<file path="src/hdl/rde_pkg.sv">
`timescale 1ns / 1ps
// ----------------------------------------------------------------------------
// rde_pkg: shared types and constants of the radix digit emitter
// Widths, register indexes, reset values, controller states and the
// command/status bundles between controller and datapath.
// ----------------------------------------------------------------------------
package rde_pkg;

  // Value and digit geometry
  localparam int unsigned VALUE_W       = 64;
  localparam int unsigned DIGIT_W       = 5;
  localparam int unsigned CHAR_W        = 8;
  localparam int unsigned RADIX_W       = 6;
  localparam int unsigned MAX_DIGITS    = 64;
  localparam int unsigned TABLE_ENTRIES = 32;
  localparam int unsigned ADDR_W        = $clog2(MAX_DIGITS);
  localparam int unsigned CNT_W         = $clog2(MAX_DIGITS + 1);

  // Divider: quotient bits retired per clock
  localparam int unsigned BITS_PER_CYC  = 8;
  localparam int unsigned DIV_CYCLES    = VALUE_W / BITS_PER_CYC;
  localparam int unsigned STEP_W        = (DIV_CYCLES > 1) ? $clog2(DIV_CYCLES) : 1;

  // Radix clamp limits
  localparam logic [RADIX_W-1:0] RADIX_MIN = RADIX_W'(2);
  localparam logic [RADIX_W-1:0] RADIX_MAX = RADIX_W'(32);

  // Configuration port
  localparam int unsigned CFG_IDX_W  = 3;
  localparam int unsigned CFG_DATA_W = 64;
  localparam int unsigned CHAR_WORDS = 4;

  typedef enum logic [CFG_IDX_W-1:0] {
    REG_RADIX   = 3'd0,
    REG_CHARS_0 = 3'd1,
    REG_CHARS_1 = 3'd2,
    REG_CHARS_2 = 3'd3,
    REG_CHARS_3 = 3'd4
  } cfg_reg_e;

  localparam logic [RADIX_W-1:0]    RADIX_RESET   = RADIX_W'(10);
  localparam logic [CFG_DATA_W-1:0] CHARS0_RESET  = 64'h3736353433323130;
  localparam logic [CFG_DATA_W-1:0] CHARS1_RESET  = 64'h6665646362613938;
  localparam logic [CFG_DATA_W-1:0] CHARS2_RESET  = 64'h0;
  localparam logic [CFG_DATA_W-1:0] CHARS3_RESET  = 64'h0;

  // Stream widths
  localparam int unsigned IN_TDATA_W  = VALUE_W;
  localparam int unsigned OUT_TDATA_W = 16;

  // Controller states
  typedef enum logic [1:0] {
    ST_IDLE,
    ST_DIV,
    ST_READ,
    ST_EMIT
  } state_e;

  // Controller to datapath
  typedef struct packed {
    logic load;      // capture a new value, clear count
    logic div_step;  // run one divider clock
    logic rd_issue;  // read the digit buffer at the read pointer
    logic out_load;  // move the read digit into the output register
  } rde_cmd_t;

  // Datapath to controller
  typedef struct packed {
    logic step_last;  // this divider clock finishes a digit
    logic conv_done;  // the finished digit is the most significant one
    logic out_free;   // output register can take a digit this cycle
    logic rd_last;    // read pointer sits on the least significant digit
  } rde_status_t;

endpackage

</file>
<file path="src/hdl/rde_ctrl.sv">
`timescale 1ns / 1ps
// ----------------------------------------------------------------------------
// rde_ctrl: conversion sequencer
// Walks each value through division, then reads the buffered digits back
// most significant first and hands them to the output register.
// ----------------------------------------------------------------------------
module rde_ctrl (
  input  logic                clk_i,
  input  logic                rst_ni,
  input  logic                s_axis_tvalid,
  output logic                s_axis_tready,
  input  rde_pkg::rde_status_t status_i,
  output rde_pkg::rde_cmd_t    cmd_o
);

  rde_pkg::state_e state_q, state_d;

  // State register
  always_ff @(posedge clk_i or negedge rst_ni) begin
    if (!rst_ni) begin
      state_q <= rde_pkg::ST_IDLE;
    end else begin
      state_q <= state_d;
    end
  end

  // Next state
  always_comb begin
    state_d = state_q;
    unique case (state_q)
      rde_pkg::ST_IDLE: begin
        if (s_axis_tvalid) state_d = rde_pkg::ST_DIV;
      end
      rde_pkg::ST_DIV: begin
        if (status_i.step_last && status_i.conv_done) state_d = rde_pkg::ST_READ;
      end
      rde_pkg::ST_READ: begin
        state_d = rde_pkg::ST_EMIT;
      end
      rde_pkg::ST_EMIT: begin
        if (status_i.out_free) begin
          state_d = status_i.rd_last ? rde_pkg::ST_IDLE : rde_pkg::ST_READ;
        end
      end
      default: state_d = rde_pkg::ST_IDLE;
    endcase
  end

  // Commands
  always_comb begin
    cmd_o         = '0;
    s_axis_tready = 1'b0;
    unique case (state_q)
      rde_pkg::ST_IDLE: begin
        s_axis_tready = 1'b1;
        cmd_o.load    = s_axis_tvalid;
      end
      rde_pkg::ST_DIV:  cmd_o.div_step = 1'b1;
      rde_pkg::ST_READ: cmd_o.rd_issue = 1'b1;
      rde_pkg::ST_EMIT: cmd_o.out_load = status_i.out_free;
      default: ;
    endcase
  end

endmodule

</file>
<file path="src/hdl/rde_datapath.sv">
`timescale 1ns / 1ps
// ----------------------------------------------------------------------------
// rde_datapath: divider, digit buffer, digit table and output register
// Divides the value by the radix at BITS_PER_CYC quotient bits per clock, stores each
// remainder, and maps read-back digits to characters.
// ----------------------------------------------------------------------------
module rde_datapath (
  input  logic                                  clk_i,
  input  logic                                  rst_ni,
  // configuration
  input  logic                                  cfg_we_i,
  input  logic [rde_pkg::CFG_IDX_W-1:0]         cfg_idx_i,
  input  logic [rde_pkg::CFG_DATA_W-1:0]        cfg_wdata_i,
  // input payload: [63:0] value
  input  logic [rde_pkg::IN_TDATA_W-1:0]        s_axis_tdata,
  // output stream
  output logic                                  m_axis_tvalid,
  input  logic                                  m_axis_tready,
  // [7:0] digit_char, [12:8] digit_value, [15:13] zero
  output logic [rde_pkg::OUT_TDATA_W-1:0]       m_axis_tdata,
  output logic                                  m_axis_tlast,
  // controller link
  input  rde_pkg::rde_cmd_t                     cmd_i,
  output rde_pkg::rde_status_t                  status_o
);

  localparam int unsigned VW = rde_pkg::VALUE_W;
  localparam int unsigned DW = rde_pkg::DIGIT_W;
  localparam int unsigned RW = rde_pkg::RADIX_W;
  localparam int unsigned AW = rde_pkg::ADDR_W;
  localparam int unsigned CW = rde_pkg::CNT_W;
  localparam int unsigned SW = rde_pkg::STEP_W;

  // Configuration registers
  logic [RW-1:0]                                   radix_q;
  logic [rde_pkg::CHAR_WORDS-1:0][rde_pkg::CFG_DATA_W-1:0] chars_q;

  // Conversion state
  logic [VW-1:0] quot_q;
  logic [DW-1:0] rem_q;
  logic [SW-1:0] step_q;
  logic [CW-1:0] n_q;
  logic [AW-1:0] rd_idx_q;
  logic [DW-1:0] rd_data_q;

  // Output register
  logic                       m_valid_q;
  logic [rde_pkg::CHAR_W-1:0] m_char_q;
  logic [DW-1:0]              m_val_q;
  logic                       m_last_q;

  logic [DW-1:0] dig_mem [rde_pkg::MAX_DIGITS];

  logic [RW-1:0] eff_radix;
  logic [VW-1:0] q_next;
  logic [DW-1:0] r_next;
  logic          step_last;
  logic          out_free;
  logic [rde_pkg::CHAR_W-1:0] rd_char;

  // Write configuration registers
  always_ff @(posedge clk_i or negedge rst_ni) begin
    if (!rst_ni) begin
      radix_q    <= rde_pkg::RADIX_RESET;
      chars_q[0] <= rde_pkg::CHARS0_RESET;
      chars_q[1] <= rde_pkg::CHARS1_RESET;
      chars_q[2] <= rde_pkg::CHARS2_RESET;
      chars_q[3] <= rde_pkg::CHARS3_RESET;
    end else if (cfg_we_i) begin
      unique case (rde_pkg::cfg_reg_e'(cfg_idx_i))
        rde_pkg::REG_RADIX:   radix_q    <= cfg_wdata_i[RW-1:0];
        rde_pkg::REG_CHARS_0: chars_q[0] <= cfg_wdata_i;
        rde_pkg::REG_CHARS_1: chars_q[1] <= cfg_wdata_i;
        rde_pkg::REG_CHARS_2: chars_q[2] <= cfg_wdata_i;
        rde_pkg::REG_CHARS_3: chars_q[3] <= cfg_wdata_i;
        default: ;
      endcase
    end
  end

  // Clamp the radix into the supported range
  always_comb begin
    if (radix_q < rde_pkg::RADIX_MIN) begin
      eff_radix = rde_pkg::RADIX_MIN;
    end else if (radix_q > rde_pkg::RADIX_MAX) begin
      eff_radix = rde_pkg::RADIX_MAX;
    end else begin
      eff_radix = radix_q;
    end
  end

  // Restoring division: retire BITS_PER_CYC quotient bits per clock
  always_comb begin
    logic [DW-1:0] r_v;
    logic [RW-1:0] t_v;
    logic [VW-1:0] q_v;
    r_v = rem_q;
    q_v = quot_q;
    for (int i = 0; i < rde_pkg::BITS_PER_CYC; i++) begin
      t_v = {r_v, q_v[VW-1]};
      q_v = {q_v[VW-2:0], 1'b0};
      if (t_v >= eff_radix) begin
        t_v    = t_v - eff_radix;
        q_v[0] = 1'b1;
      end
      r_v = t_v[DW-1:0];
    end
    q_next = q_v;
    r_next = r_v;
  end

  assign step_last = (step_q == SW'(rde_pkg::DIV_CYCLES - 1));

  // Hold the dividend, remainder, step and digit count
  always_ff @(posedge clk_i or negedge rst_ni) begin
    if (!rst_ni) begin
      quot_q   <= '0;
      rem_q    <= '0;
      step_q   <= '0;
      n_q      <= '0;
      rd_idx_q <= '0;
    end else if (cmd_i.load) begin
      quot_q <= s_axis_tdata;
      rem_q  <= '0;
      step_q <= '0;
      n_q    <= '0;
    end else if (cmd_i.div_step) begin
      quot_q <= q_next;
      if (step_last) begin
        rem_q    <= '0;
        step_q   <= '0;
        n_q      <= n_q + CW'(1);
        rd_idx_q <= n_q[AW-1:0];
      end else begin
        rem_q  <= r_next;
        step_q <= step_q + SW'(1);
      end
    end else if (cmd_i.out_load) begin
      rd_idx_q <= rd_idx_q - AW'(1);
    end
  end

  // Store each finished digit
  always_ff @(posedge clk_i) begin
    if (cmd_i.div_step && step_last) begin
      dig_mem[n_q[AW-1:0]] <= r_next;
    end
  end

  // Read digits back, most significant first
  always_ff @(posedge clk_i) begin
    if (cmd_i.rd_issue) begin
      rd_data_q <= dig_mem[rd_idx_q];
    end
  end

  // Map the digit to its table character
  always_comb begin
    logic [rde_pkg::CHAR_WORDS*rde_pkg::CFG_DATA_W-1:0] tbl;
    tbl = chars_q;
    if ({1'b0, rd_data_q} >= (DW + 1)'(rde_pkg::TABLE_ENTRIES)) begin
      rd_char = '0;
    end else begin
      rd_char = tbl[{rd_data_q, 3'b000} +: rde_pkg::CHAR_W];
    end
  end

  assign out_free = !m_valid_q || m_axis_tready;

  // Output register: load a digit, drop valid once taken
  always_ff @(posedge clk_i or negedge rst_ni) begin
    if (!rst_ni) begin
      m_valid_q <= 1'b0;
    end else if (cmd_i.out_load) begin
      m_valid_q <= 1'b1;
    end else if (m_axis_tready) begin
      m_valid_q <= 1'b0;
    end
  end

  always_ff @(posedge clk_i) begin
    if (cmd_i.out_load) begin
      m_char_q <= rd_char;
      m_val_q  <= rd_data_q;
      m_last_q <= (rd_idx_q == '0);
    end
  end

  assign m_axis_tvalid = m_valid_q;
  assign m_axis_tdata  = {(rde_pkg::OUT_TDATA_W - rde_pkg::CHAR_W - DW)'(0), m_val_q, m_char_q};
  assign m_axis_tlast  = m_last_q;

  // Status to the controller
  assign status_o.step_last = step_last;
  assign status_o.conv_done = (q_next == '0) || (n_q == CW'(rde_pkg::MAX_DIGITS - 1));
  assign status_o.out_free  = out_free;
  assign status_o.rd_last   = (rd_idx_q == '0);

  // Digit count never passes the buffer depth
  a_count_bound: assert property (@(posedge clk_i) disable iff (!rst_ni)
    n_q <= CW'(rde_pkg::MAX_DIGITS))
    else $error("digit count exceeds buffer depth");

  // Partial remainder stays below the radix
  a_rem_below_radix: assert property (@(posedge clk_i) disable iff (!rst_ni)
    {1'b0, rem_q} < eff_radix)
    else $error("partial remainder not below radix");

  // Output register is never overwritten while a digit waits
  a_no_overwrite: assert property (@(posedge clk_i) disable iff (!rst_ni)
    cmd_i.out_load |-> (!m_valid_q || m_axis_tready))
    else $error("output digit overwritten");

  // Read pointer tracks the most recently written digit
  a_rd_ptr_track: assert property (@(posedge clk_i) disable iff (!rst_ni)
    (cmd_i.div_step && step_last) |=> (CW'(rd_idx_q) + CW'(1) == n_q))
    else $error("read pointer lost the top digit");

endmodule

</file>
<file path="src/hdl/radix_digit_emitter_unit.sv">
`timescale 1ns / 1ps
// ----------------------------------------------------------------------------
// radix_digit_emitter_unit: unsigned value to digit stream in base 2..32
// Converts each 64-bit value into its digits, most significant first, one
// output transaction per digit with its table character and a final flag.
// ----------------------------------------------------------------------------
//  Channel   Dir  Fields (low bit up)                      Marker
//  s_axis    in   tdata: value[63:0]                       -
//  m_axis    out  tdata: digit_char[7:0], digit_value[12:8] tlast = last_digit
//  cfg       in   idx 0 radix, 1..4 digit_chars words      write on cfg_we_i
//
//  Flow: accept the value, then divide out each digit at 8 quotient bits per
//  clock, then read each digit back from the buffer into the output register.
//  Reset: asynchronous, active low; no buffer clearing pass is needed.
//  Stalls: m_axis_tready low holds the readback; the next value is taken once
//  the last digit sits in the output register, before it is consumed.
// ----------------------------------------------------------------------------
module radix_digit_emitter_unit (
  input  logic                                 clk_i,
  input  logic                                 rst_ni,
  // configuration write port
  input  logic                                 cfg_we_i,
  input  logic [rde_pkg::CFG_IDX_W-1:0]        cfg_idx_i,
  input  logic [rde_pkg::CFG_DATA_W-1:0]       cfg_wdata_i,
  // input stream
  input  logic                                 s_axis_tvalid,
  output logic                                 s_axis_tready,
  // [63:0] value
  input  logic [rde_pkg::IN_TDATA_W-1:0]       s_axis_tdata,
  // output stream
  output logic                                 m_axis_tvalid,
  input  logic                                 m_axis_tready,
  // [7:0] digit_char, [12:8] digit_value, [15:13] zero
  output logic [rde_pkg::OUT_TDATA_W-1:0]      m_axis_tdata,
  output logic                                 m_axis_tlast
);

  rde_pkg::rde_cmd_t    cmd;
  rde_pkg::rde_status_t status;

  // Sequencer
  rde_ctrl u_ctrl (
    .clk_i         (clk_i),
    .rst_ni        (rst_ni),
    .s_axis_tvalid (s_axis_tvalid),
    .s_axis_tready (s_axis_tready),
    .status_i      (status),
    .cmd_o         (cmd)
  );

  // Divider, digit buffer and output register
  rde_datapath u_datapath (
    .clk_i         (clk_i),
    .rst_ni        (rst_ni),
    .cfg_we_i      (cfg_we_i),
    .cfg_idx_i     (cfg_idx_i),
    .cfg_wdata_i   (cfg_wdata_i),
    .s_axis_tdata  (s_axis_tdata),
    .m_axis_tvalid (m_axis_tvalid),
    .m_axis_tready (m_axis_tready),
    .m_axis_tdata  (m_axis_tdata),
    .m_axis_tlast  (m_axis_tlast),
    .cmd_i         (cmd),
    .status_o      (status)
  );

endmodule

</file>
<file path="config.mk">
export PLATFORM = sky130hd
export DESIGN_NAME = radix_digit_emitter_unit
export DESIGN_NICKNAME = d
export VERILOG_FILES = /design/src/hdl/rde_pkg.sv /design/src/hdl/rde_ctrl.sv /design/src/hdl/rde_datapath.sv /design/src/hdl/radix_digit_emitter_unit.sv
export SDC_FILE = /design/constraint.sdc
export NUM_CORES = 1
export LEC_CHECK = 0
export ABC_AREA = 1
export BUFFER_PORTS_ARGS = -buffer_cell sky130_fd_sc_hd__buf_2
export CELL_PAD_IN_SITES_DETAIL_PLACEMENT = 0
export CELL_PAD_IN_SITES_GLOBAL_PLACEMENT = 2
export CORE_MARGIN = 3
export CORE_UTILIZATION = 40
export CTS_CLUSTER_SIZE = 28
export DETAILED_ROUTE_END_ITERATION = 8
export PLACE_DENSITY = 0.88
export SKIP_CTS_REPAIR_TIMING = 1
export SLEW_MARGIN = 0
export SYNTH_ARGS = -nofsm -noshare
export SYNTH_HDL_FRONTEND = slang
export SYNTH_SLANG_ARGS = --single-unit
</file>
<file path="constraint.sdc">
create_clock -name clk_i -period 23.2 [get_ports clk_i]
set_input_delay 3.48 -clock clk_i [delete_from_list [all_inputs] [get_ports clk_i]]
set_output_delay 3.48 -clock clk_i [all_outputs]
set_load 0.05 [all_outputs]
</file>
# == After elaboration in Yosys (flattened, before gate mapping) ==
# Memory sizes are Yosys's and may differ from the RTL's. A register that Yosys moved wholly into a read port is not among the register bits.
# Index checks and enable logic that the tools add are counted.
# Widths: inputs -> output; s select.
# op_classes
addsub,11
order_cmp,10
n_eq_ne,13
shift,1
muxes,46
bitwise_logic,1
reduce_logical,21
# ops
cell,n
$shiftx 256x9->8,1
$mux 64,2
$logic_not 64->1,1
$mux 5,11
$ge 6x6->1,8
$sub 5x5->5,8
$mux 6,5
$mux 7,3
$mux 1,17
$reduce_and 2->1,6
$mux 3,3
$mux 2,4
$pmux 2 s4,1
$reduce_bool 2->1,4
$add 7x1->7 const B,1
$eq 7x6->1 const B,1
$eq 3x2->1 const B,2
$eq 3x3->1 const B,2
$gt 6x6->1 const B,1
$logic_not 6->1,1
$lt 6x2->1 const B,1
$reduce_and 3->1,2
$sub 6x1->6 const B,1
$eq 2x2->1 const B,2
other kinds (11),15
# word_totals
register_bits,364
ramBits,320
input_bits,136
out_inout_bits,19
elab_cells,119
memories,1
# mem_list
name,depth,word_bits,read_ports,rd_clocked_by_memory_dff,write_ports,line_no,source
u_datapath.dig_mem,64,5,1,1,1,rde_datapath.sv:52,logic [DW-1:0] dig_mem [rde_pkg::MAX_DIGITS];

# == Longest topological paths before layout ==
# Gate-level depths: netlist of run 1.
# depth
word_depth,24
depth_mapped,83
mapped_depth_nobuf,83

# == By module ==
# From an unflattened synthesis of run 1, not the netlist that was laid out.
# hier_totals
cells_unflattened,3197
hier_area_um2,31595.3
# by_module_without_submodules
module,n_inst,cells_per_inst,area_each_um2,seq_area_each_um2
rde_datapath,1,3170,31418.9,18960.7
rde_ctrl,1,27,176.4,50.0

# == Worst setup path before layout of run 1 ==
# Ideal clock, no wire load.
# synth_timing
path_type,register -> register
start,register u_datapath.radix_q[5]
end,"memory u_datapath.dig_mem[0][4] (netlist bit), data pin"
setup_time_ns,0.723
t_arrival_ns,12.338
t_required_ns,22.477
slack_ns,10.139
path_stages_with_launch,75
n_path_buf,0
synth_period_minus_slack_ns,13.061
path_cell_list,dfrtp_1 > inv_1 > nand2_1 > nor2_1 > ha_1 > inv_1 > fa_1 > inv_1 > nand2_1 > nand3b_1 > nand3_2 > inv_1 > o21ai_0 > ha_1 > nand2_1 > inv_1 > a21oi_1 > nand3_1 > [... 39 more ...] > nand2_1 > ha_1 > a21o_1 > nand2_1 > nand3_1 > nor2_2 > inv_1 > o21ai_0 > nand2_1 > inv_1 > ha_1 > a21o_1 > nand2_1 > nand3_1 > nor2_1 > inv_1 > nand2_1 > a21boi_0
# synth_between
elab_chain_cells,19
word_cells_on_any_way,28
cone_classes,8 x add/sub; 10 x order compare; 10 x mux
# synth_lines
element,line_no,source
"start, declared",rde_datapath.sv:35,logic [RW-1:0] radix_q;
"start signal, assigned",rde_datapath.sv:64,radix_q <= rde_pkg::RADIX_RESET;
"start signal, assigned",rde_datapath.sv:71,rde_pkg::REG_RADIX: radix_q <= cfg_wdata_i[RW-1:0];
$gt 6x6->1,rde_datapath.sv:85,end else if (radix_q > rde_pkg::RADIX_MAX) begin
$mux 6,rde_datapath.sv:85,
$mux 6 *,rde_datapath.sv:83,if (radix_q < rde_pkg::RADIX_MIN) begin
$sub 5x5->5 or $ge 6x6->1 (tied branches),"rde_datapath.sv:103, rde_datapath.sv:102",
$mux 5,rde_datapath.sv:102,if (t_v >= eff_radix) begin
$sub 5x5->5 or $ge 6x6->1 (tied branches),"rde_datapath.sv:103, rde_datapath.sv:102",
$mux 5,rde_datapath.sv:102,
$sub 5x5->5 or $ge 6x6->1 (tied branches),"rde_datapath.sv:103, rde_datapath.sv:102",
[... 4 more ...],--,
$mux 5,rde_datapath.sv:102,
$ge 6x6->1 or $sub 5x5->5 (tied branches),"rde_datapath.sv:102, rde_datapath.sv:103",
$mux 5,rde_datapath.sv:102,
$sub 5x5->5 or $ge 6x6->1 (tied branches),"rde_datapath.sv:103, rde_datapath.sv:102",
$mux 5,rde_datapath.sv:102,
$sub 5x5->5 or $ge 6x6->1 (tied branches),"rde_datapath.sv:103, rde_datapath.sv:102",
$mux 5 *,rde_datapath.sv:102,
net u_datapath.r_next[4],rde_datapath.sv:56,logic [DW-1:0] r_next;
"end, declared",rde_datapath.sv:52,
# Mark *: on every way through the listed nets, which the timed path passes. The rest lies on a longest branch.

# == Worst setup path after layout of run 1 ==
# layout_timing
start,register u_datapath.radix_q[5]
end,"memory u_datapath.dig_mem[46][3] (netlist bit), data pin"
# Same word-level chain as after synthesis.

==> summary.md, run 1 <==
| Metric | Value |
|---|---|
| Netlist area before placement | 31,600 sq um |
| Wirelength per Cell | 20.5 um |
| Pin count of the biggest net entering global routing | 116 |
| Die footprint | 82,300 sq um |
| Clk root buf | clkbuf_16 |
| Final critical path time including I/O delays and setup | 13.00 ns |
| Hold Vio Cnt, Final | 0 |
| Share of synthesized flip-flops with an asynchronous set or reset | 0.508 |
| Max capacitance violation total | 0 |
| Top cells by area in the synthesized netlist | edfxtp_1 (32%), dfrtp_1 (23%), o21ai_0 (8.6%), nand2_1 (7.3%), dfstp_2 (4.8%) |
| Met3 track utilization from global routing | 0.0297 |
| Ratio of final minimum period to clock period | 0.560 |
| Wire length of the first global-routing pass | 139,000 um |
| Dominant synthesized flop cell | edfxtp_1 |
| Hold Crit Class | flop to flop |
| RSZ-0062 raised after global routing | false |
| Slew at the pin closest to its max-slew limit | 1.18 ns |
| Area added between synthesis and finish | 12.8% |
| Element type at the critical path end | flop |
| Achievable Freq | 76.9 MHz |
| Setup Slack @ Placement | 10.28 ns |
| Count leader, synth | nand2_1 |
| Number of instances in the synthesized netlist | 3,215 |
| Clock insertion delay at the later pin of the skew report | 0.63 ns |
| Average footprint of a synthesized cell | 9.82 sq um |
| CP arrival | 13.08 ns |
| Count of state elements after synthesis | 689 |
| Post-route setup slack | 10.20 ns |
| Core outline area | 77,800 sq um |
| Slowest cell delay on critical path | 0.65 ns |
| Final Util | 0.457 |
| First-iteration detailed-routing DRC count | 1,940 |
| Post-DRT Antenna Nets | 0 |
| Placement Rows | 102 |
| Number of primary I/O pins | 155 |
| Worst Setup Start Kind | flop |
| First drt pass iteration count | 7 |
| Count of vias placed by the detailed router | 23,900 |
| Global-route met2 utilization | 0.356 |
| Synth cell count leaders | nand2_1 (614), o21ai_0 (541), nor2_1 (361) |
| Nets@finish | 3,478 |
| Register clock-pin slew on the reported worst setup and hold paths | 0.06 ns |
| Clock buffer count from CTS | 76 |
| Highest fanout seen on the critical path | 65 |
| Die H | 287 um |
| Via count of the first global-routing pass | 23,700 |
| Netlist cell types | 48 |
| Sinks on the clock net | 689 |
| Run status | finished clean |
| Initial core utilization | 0.406 |
| Per-cell via count in the routed design | 5.46 |
| Cell occurring most often along the worst timing path | nand2_1 |
| Count of buffers from port buffering | 151 |
| Total of warnings raised by yosys | 0 |
| Library cell occupying the most area in the post-synthesis netlist | edfxtp_1 |
| Maximum clock skew at final layout | 0.0442 ns |
| Total track usage | 0.216 |
| Final wirelength | 90,100 um |
| Clock tree buffer depth | 3 |
| Critical path's slowest cell | nand2_2 |
| Horiz. Die Dim | 287 um |
| Max-Slew Margin vs Limit | 0.208 |
| Final weighted congestion of routability-driven global placement | 0.813 |
| Sequential element share of the synthesized area | 0.602 |
| Final setup fails | 0 |
| Data required time at the worst endpoint | 23.28 ns |
| Worst Path Class, Setup | flop to flop |
| Overflow left after global routing | 0 |
| Slew Limit Fails | 0 |
| Drc violations | 0 |
| Fraction of synthesized cell area taken by the top area cell type | 0.322 |
| Met1 track utilization from global routing | 0.299 |
| Most used routing layer in global routing | met2 |
| Post-detailed-placement half-perimeter wirelength | 57,800 um |
| Summed negative setup slack over all endpoints | 0 ns |
| Count of H-tree levels built during CTS | 3 |
| Fraction of final layout cells sized beyond drive strength 1 | 0.119 |
| Post-synth EDFFs | 339 |
| CTS tree | yes |
| Initial antenna violation count | 1 |
-- layout make-up --
cell class                 count  area [sq um]
antenna                        1          2.50
clock buffer                 100          2040
timing repair buffer         182           998
fill                        7381         42200
clock inverter                41           478
sequential                   689         19000
inverter                     242           911
tap                         1040          1300
multi-input combinational   2090         10900
-- sequential cells by signal, indices dropped and copies added, names as in the netlist --
| register | count |
|---|---|
| u_datapath.step_q | 3 |
| u_datapath.m_val_q | 5 |
| u_datapath.m_char_q | 8 |
| u_datapath.quot_q | 64 |
| u_datapath.radix_q | 6 |
| u_datapath.rd_idx_q | 6 |
| u_ctrl.state_q | 2 |
| u_datapath.chars_q | 256 |
| u_datapath.m_axis_tlast | 1 |
| u_datapath.dig_mem | 320 |
| u_datapath.rem_q | 5 |
| u_datapath.m_axis_tvalid | 1 |
| u_datapath.n_q | 7 |
| u_datapath.rd_data_q | 5 |
-- metal layers --
layer,vias up,share of wire
met5,-,0
met4,0,0.028
met3,158,0.052
met2,727,0.48
met1,11800,0.44
li1,11300,-
-- final timing paths --
| path | slack (ns) | end | cells after the start | from |
|---|---|---|---|---|
| max | 10.20 | u_datapath.dig_mem[46][3] | 75 | u_datapath.radix_q[5] |
| min | 0.48 | u_datapath.chars_q[204] | 2 | u_datapath.chars_q[204] |
| max reg2reg | 10.20 | u_datapath.dig_mem[46][3] | 75 | u_datapath.radix_q[5] |
| min reg2reg | 0.48 | u_datapath.chars_q[204] | 2 | u_datapath.chars_q[204] |
| max in group asynchronous | 18.55 | u_datapath.chars_q[23] | 2 | rst_ni |
| min in group asynchronous | 2.91 | u_datapath.chars_q[88] | 1 | rst_ni |
-- layout by cell type (no fill, tap or decap), types with 9 or more instances in the layout --
cell and instances:
nand3_1 65, nor3_1 11, a21oi_1 79, o221ai_1 124, nor2_1 360, dfrtp_1 291, a21boi_0 9, clkinv_2 14
o21ai_1 12, clkinv_1 10, nand2_1 612, buf_2 150, mux2i_1 32, ha_1 53, o22ai_1 51, nand4_1 19
inv_1 229, xor2_1 14, clkbuf_1 19, a31oi_1 16, buf_4 31, clkbuf_16 76, o21ai_0 541, o211ai_1 17
dfstp_2 58, edfxtp_1 339
-- cells by family (layout without fill, tap and decap cells) --
family	Yosys count	after routing	share of synthesized area
compound gates	877	877	0.162
xor+xnor	21	21	0.00583
fa+ha+maj	61	61	0.0261
buf+inv	438	565	0.0558
flops	689	689	0.602
mux	32	32	0.0101
other cells	1	4	0.000119
simple gates	1096	1096	0.138
-- worst max-delay path, delay by kind of cell (launching register included) --
kind / cells / cell delay, ns
DFF: 1 / 0.37
AOI/OAI and AO/OA: 5 / 0.87
adders and majority gates: 9 / 2.94
buffers and inverters: 17 / 2.19
and+or+nand+nor: 44 / 6.02
-- per-stage QoR --
stage,hold WS (ns),cell area (sq um),instances
final,0.478,35600,4385
after global routing,0.495,35600,4384
after CTS,0.482,35600,4384
after detailed placement,0.468,33100,4243
after global placement,0.462,33100,4243
after floorplan,0.424,31600,3217
Power of run 1 is left out: the tool's default activity adds up to more than one toggle a clock period on the data nets, which glitch-free logic cannot reach.
==> run 2: changes to the inputs <==
==> constraint.sdc (replaced) <==
create_clock -name clk_i -period 13.3 [get_ports clk_i]
set_input_delay 1.995 -clock clk_i [delete_from_list [all_inputs] [get_ports clk_i]]
set_output_delay 1.995 -clock clk_i [all_outputs]
set_load 0.05 [all_outputs]
==> run 2 against run 1 <==
Sequential cell count unchanged. Non-clock buffer count increased by 11. Routed wire length increased by 0.59%. Maximum frequency increased by 8.4%. Utilization increased by 0.25 points. Worst hold slack improved by 0.0014 ns. Critical path type unchanged.
==> summary.md, run 2 (synthesized netlist as in run 1, its figures left out) <==
| Metric | Value |
|---|---|
| Run status | finished clean |
| Per-cell via count in the routed design | 5.47 |
| Slowest cell delay on critical path | 0.45 ns |
| Wire length of the first global-routing pass | 141,000 um |
| Area added between synthesis and finish | 13.4% |
| Summed negative setup slack over all endpoints | 0 ns |
| Hold Vio Cnt, Final | 0 |
| Count of H-tree levels built during CTS | 3 |
| Initial core utilization | 0.406 |
| Top library cells by usage in the layout, fill and taps aside | nand2_1 (612), o21ai_0 (540), nor2_1 (359) |
| Final wirelength | 90,600 um |
| Max capacitance violation total | 0 |
| Crit Reg-Reg Startpoint | u_datapath.radix_q[5] |
| Overflow left after global routing | 0 |
| Final critical path time including I/O delays and setup | 12.00 ns |
| Clock tree buffer depth | 3 |
| Hold Crit Class | flop to flop |
| Clk root buf | clkbuf_16 |
| Cell occurring most often along the worst timing path | nand2_1 |
| First drt pass iteration count | 5 |
| Initial antenna violation count | 1 |
| Core outline area | 77,800 sq um |
| Pin count of the biggest net entering global routing | 163 |
| Critical path's slowest cell | fa_1 |
| Max FFs per register | 320 |
| Element type at the critical path end | flop |
| Clock insertion delay at the later pin of the skew report | 0.64 ns |
| Drc violations | 0 |
| CTS tree | yes |
| Clock buffer count from CTS | 77 |
| Launch point of the critical path | u_datapath.radix_q[5] |
| Nets@finish | 3,492 |
| Number of antenna diodes | 0 |
| Total track usage | 0.218 |
| Count of buffers from port buffering | 151 |
| Register-to-register setup slack | 1.30 ns |
| End of the worst register-to-register path | u_datapath.dig_mem[43][2] |
| Sinks on the clock net | 689 |
| Worst Path Class, Setup | flop to flop |
| Post-detailed-placement half-perimeter wirelength | 58,700 um |
| Placement Rows | 102 |
| CP arrival | 12.31 ns |
| Die H | 287 um |
| Data required time at the worst endpoint | 13.62 ns |
| Slew at the pin closest to its max-slew limit | 1.19 ns |
| Ratio of final minimum period to clock period | 0.902 |
| Register clock-pin slew on the reported worst setup and hold paths | 0.06 ns |
| Most common cell after layout, fill and taps aside | nand2_1 |
| Achievable Freq | 83.4 MHz |
| Wirelength per Cell | 20.6 um |
| Setup crit end | u_datapath.dig_mem[43][2] |
| Die footprint | 82,300 sq um |
| Worst Setup Start Kind | flop |
| First-iteration detailed-routing DRC count | 2,186 |
| Post-DRT Antenna Nets | 0 |
| Horiz. Die Dim | 287 um |
| Final setup fails | 0 |
| RSZ-0062 raised after global routing | false |
| Count of vias placed by the detailed router | 24,100 |
| Number of primary I/O pins | 155 |
| Final weighted congestion of routability-driven global placement | 0.829 |
| Slew Limit Fails | 0 |
| Worst r2r path cells | 74 |
| Via count of the first global-routing pass | 24,100 |
| Fraction of final layout cells sized beyond drive strength 1 | 0.123 |
| Highest fanout seen on the critical path | 32 |
| Maximum clock skew at final layout | 0.0398 ns |
| Max-Slew Margin vs Limit | 0.203 |
## run 2: cell type report
type,instances,area (sq um)
sequential,689,19000
inverter,242,922
clock buffer,104,2110
timing repair buffer,193,1090
multi-input combinational,2090,10900
fill,7386,42000
clock inverter,39,474
tap,1040,1300
timing repair inverter,2,15.0
## run 2: worst min path at each step
stage | endpoint | start | slack [ns] | cells past startpoint
5_1_grt | u_datapath.chars_q[245] | u_datapath.chars_q[245] | 0.49 | 2
3_3_place_gp | u_datapath.chars_q[236] | u_datapath.chars_q[236] | 0.46 | 2
2_1_floorplan | u_datapath.m_val_q[2] | u_datapath.rd_data_q[2] | 0.42 | 0
4_1_cts | u_datapath.chars_q[54] | u_datapath.chars_q[54] | 0.48 | 2
3_5_place_dp | u_datapath.chars_q[54] | u_datapath.chars_q[54] | 0.47 | 2
6_report | u_datapath.chars_q[183] | u_datapath.chars_q[183] | 0.48 | 2
## run 2: through the flow
stage	cell area, sq um	utilization	std cells	setup WS [ns]	hold slack [ns]
2_1_floorplan	31600	-	3217	0.239	0.424
3_3_place_gp	33200	0.426	4250	0.950	0.462
3_5_place_dp	33200	0.426	4250	0.628	0.467
4_1_cts	35700	0.459	4393	0.574	0.481
5_1_grt	35800	0.460	4399	0.0667	0.494
6_report	35800	0.460	4399	1.30	0.479
## run 2: critical path, delay by kind of cell (launching register included)
kind                       cells  cell delay [ns]
and+or+nand+nor               39             4.51
AOI/OAI and AO/OA              7             1.07
DFF                            1             0.41
buffers and inverters         19             2.47
adders and majority gates      9             3.18
## run 2: metal layers
layer	GRT usage	wire length, um	part of all wire	up-vias
li1	-	-	-	11300
met1	0.296	39100	0.43	11800
met2	0.351	42900	0.47	786
met3	0.0368	5610	0.062	181
met4	0.0822	3090	0.034	0
met5	0	0	0	-
Power of run 2 is left out for the same reason.
==> run 3: changes to the inputs <==
--- a/config.mk
+++ b/config.mk
@@ -7,12 +7,14 @@
 export LEC_CHECK = 0
 export ABC_AREA = 1
 export BUFFER_PORTS_ARGS = -buffer_cell sky130_fd_sc_hd__buf_2
+export CAP_MARGIN = 40
 export CELL_PAD_IN_SITES_DETAIL_PLACEMENT = 0
 export CELL_PAD_IN_SITES_GLOBAL_PLACEMENT = 2
 export CORE_MARGIN = 3
 export CORE_UTILIZATION = 40
 export CTS_CLUSTER_SIZE = 28
 export DETAILED_ROUTE_END_ITERATION = 8
+export GPL_TIMING_DRIVEN = 0
 export PLACE_DENSITY = 0.88
 export SKIP_CTS_REPAIR_TIMING = 1
 export SLEW_MARGIN = 0
==> run 3 against run 2 <==
Final cell count is 3.7% higher. Critical path depth unchanged. Die area stayed put. Final area increased by 1.9%. Setup slack lost 0.16 ns. Critical path type unchanged. Register-to-register slack worse by 0.16 ns. Non-clock buffer count grew 169. Sequential share of layout area decreased by 1.0 points. Largest cell class unchanged. Worst hold slack better by 0.0024 ns.
==> summary.md, run 3 (synthesized netlist as in run 1, its figures left out) <==
| Metric | Value |
|---|---|
| Sinks on the clock net | 689 |
| Maximum clock skew at final layout | 0.0339 ns |
| Clock tree buffer depth | 3 |
| Overflow left after global routing | 0 |
| Max-Slew Margin vs Limit | 0.370 |
| First-iteration detailed-routing DRC count | 2,523 |
| Count of vias placed by the detailed router | 25,500 |
| Hold Vio Cnt, Final | 0 |
| CTS tree | yes |
| Most common cell after layout, fill and taps aside | nand2_1 |
| Clock buffer count from CTS | 75 |
| RSZ-0062 raised after global routing | false |
| Final setup fails | 0 |
| Highest fanout seen on the critical path | 39 |
| Bufs and invs on worst path | 19 |
| Drc violations | 0 |
| Max capacitance violation total | 0 |
| Post-DRT Antenna Nets | 0 |
| Horiz. Die Dim | 287 um |
| Hold_ws | 0.482 ns |
| Wirelength per Cell | 24.1 um |
| Die H | 287 um |
| Final weighted congestion of routability-driven global placement | 0.967 |
| Met3 track utilization from global routing | 0.0415 |
| Summed negative setup slack over all endpoints | 0 ns |
| Via count of the first global-routing pass | 24,700 |
| Register clock-pin slew on the reported worst setup and hold paths | 0.06 ns |
| Slowest cell delay on critical path | 0.45 ns |
| Global-route met2 utilization | 0.420 |
| Data required time at the worst endpoint | 13.64 ns |
| Pin count of the biggest net entering global routing | 118 |
| Count of H-tree levels built during CTS | 3 |
| Worst Path Class, Setup | flop to flop |
| Nets@finish | 3,657 |
| Cell occurring most often along the worst timing path | nand2_1 |
| Slew Limit Fails | 0 |
| Max FFs per register | 320 |
| Crit Reg-Reg Startpoint | u_datapath.radix_q[5] |
| Placement Rows | 102 |
| Top library cells by usage in the layout, fill and taps aside | nand2_1 (612), o21ai_0 (539), nor2_1 (358) |
| Achievable Freq | 82.2 MHz |
| Initial antenna violation count | 3 |
| Die footprint | 82,300 sq um |
| Clk root buf | clkbuf_16 |
| CP arrival | 12.50 ns |
| Core outline area | 77,800 sq um |
| Element type at the critical path end | flop |
| Wire length of the first global-routing pass | 162,000 um |
| Critical path's slowest cell | fa_1 |
| Run status | finished clean |
| Final wirelength | 110,000 um |
| Slew at the pin closest to its max-slew limit | 0.945 ns |
| Count of buffers from port buffering | 151 |
| Clock insertion delay at the later pin of the skew report | 0.63 ns |
| Most used routing layer in global routing | met2 |
| Ratio of final minimum period to clock period | 0.914 |
| Final Util | 0.469 |
| Per-cell via count in the routed design | 5.58 |
| Met1 track utilization from global routing | 0.362 |
| Fraction of final layout cells sized beyond drive strength 1 | 0.126 |
| Setup Slack @ Placement | -0.275 ns |
| Post-detailed-placement half-perimeter wirelength | 80,700 um |
| Worst Setup Start Kind | flop |
| Post-route setup slack | 1.14 ns |
| Area added between synthesis and finish | 15.6% |
| Final critical path time including I/O delays and setup | 12.16 ns |
| Hold Crit Class | flop to flop |
| Launch point of the critical path | u_datapath.radix_q[5] |
| Startpoint of the tightest hold check path | u_datapath.chars_q[73] |
| First drt pass iteration count | 5 |
| Number of primary I/O pins | 155 |
| Initial core utilization | 0.406 |
| Cell type group with the largest total delay on the critical path | simple AND/OR/NAND/NOR gates |
| Total track usage | 0.264 |
## run 3: cell count changes in the layout (fill, tap and decap cells not counted), sizes merged
cell,delta
bufinv,+1
clkinv,-8
clkinvlp,-3
clkbuf,+130
inv,+6
buf,+33
diode,+3
## run 3: final timing paths
check | endpoint | slack [ns] | depth (start not counted)
min in group asynchronous | u_datapath.chars_q[19] | 1.30 | 1
setup reg to reg | u_datapath.dig_mem[47][2] | 1.14 | 74
hold / removal | u_datapath.chars_q[73] | 0.48 | 2
max in group asynchronous | u_datapath.quot_q[60] | 10.62 | 3
setup / recovery | u_datapath.dig_mem[47][2] | 1.14 | 74
hold reg to reg | u_datapath.chars_q[73] | 0.48 | 2
## run 3: area by class of cell
cell class | instances | area [sq um]
fill | 7576 | 41400
sequential | 689 | 19000
multi-input combinational | 2090 | 10900
clock buffer | 98 | 2040
tap | 1040 | 1300
timing repair buffer | 166 | 1050
inverter | 242 | 923
buffer | 196 | 853
clock inverter | 37 | 435
antenna | 3 | 7.51
## run 3: metrics by stage
stage	std cells	area, sq um
after global placement	4408	33600
after global routing	4558	36500
final	4561	36500
after detailed placement	4423	33900
after floorplan	3217	31600
after CTS	4558	36400
## run 3: per-layer routing
layer | vias to the layer above | routed length, um | share of wire
li1 | 11600 | - | -
met1 | 12500 | 46000 | 0.42
met2 | 1105 | 50900 | 0.46
met3 | 222 | 8360 | 0.076
met4 | 0 | 4820 | 0.044
met5 | - | 0 | 0
## run 3: worst min-delay path: cells and delay by family, from the launching register on
kind	cells	cell delay, ns
compound gates	1	0.05
flops	1	0.34
simple gates	1	0.05
Power of run 3 is left out for the same reason.
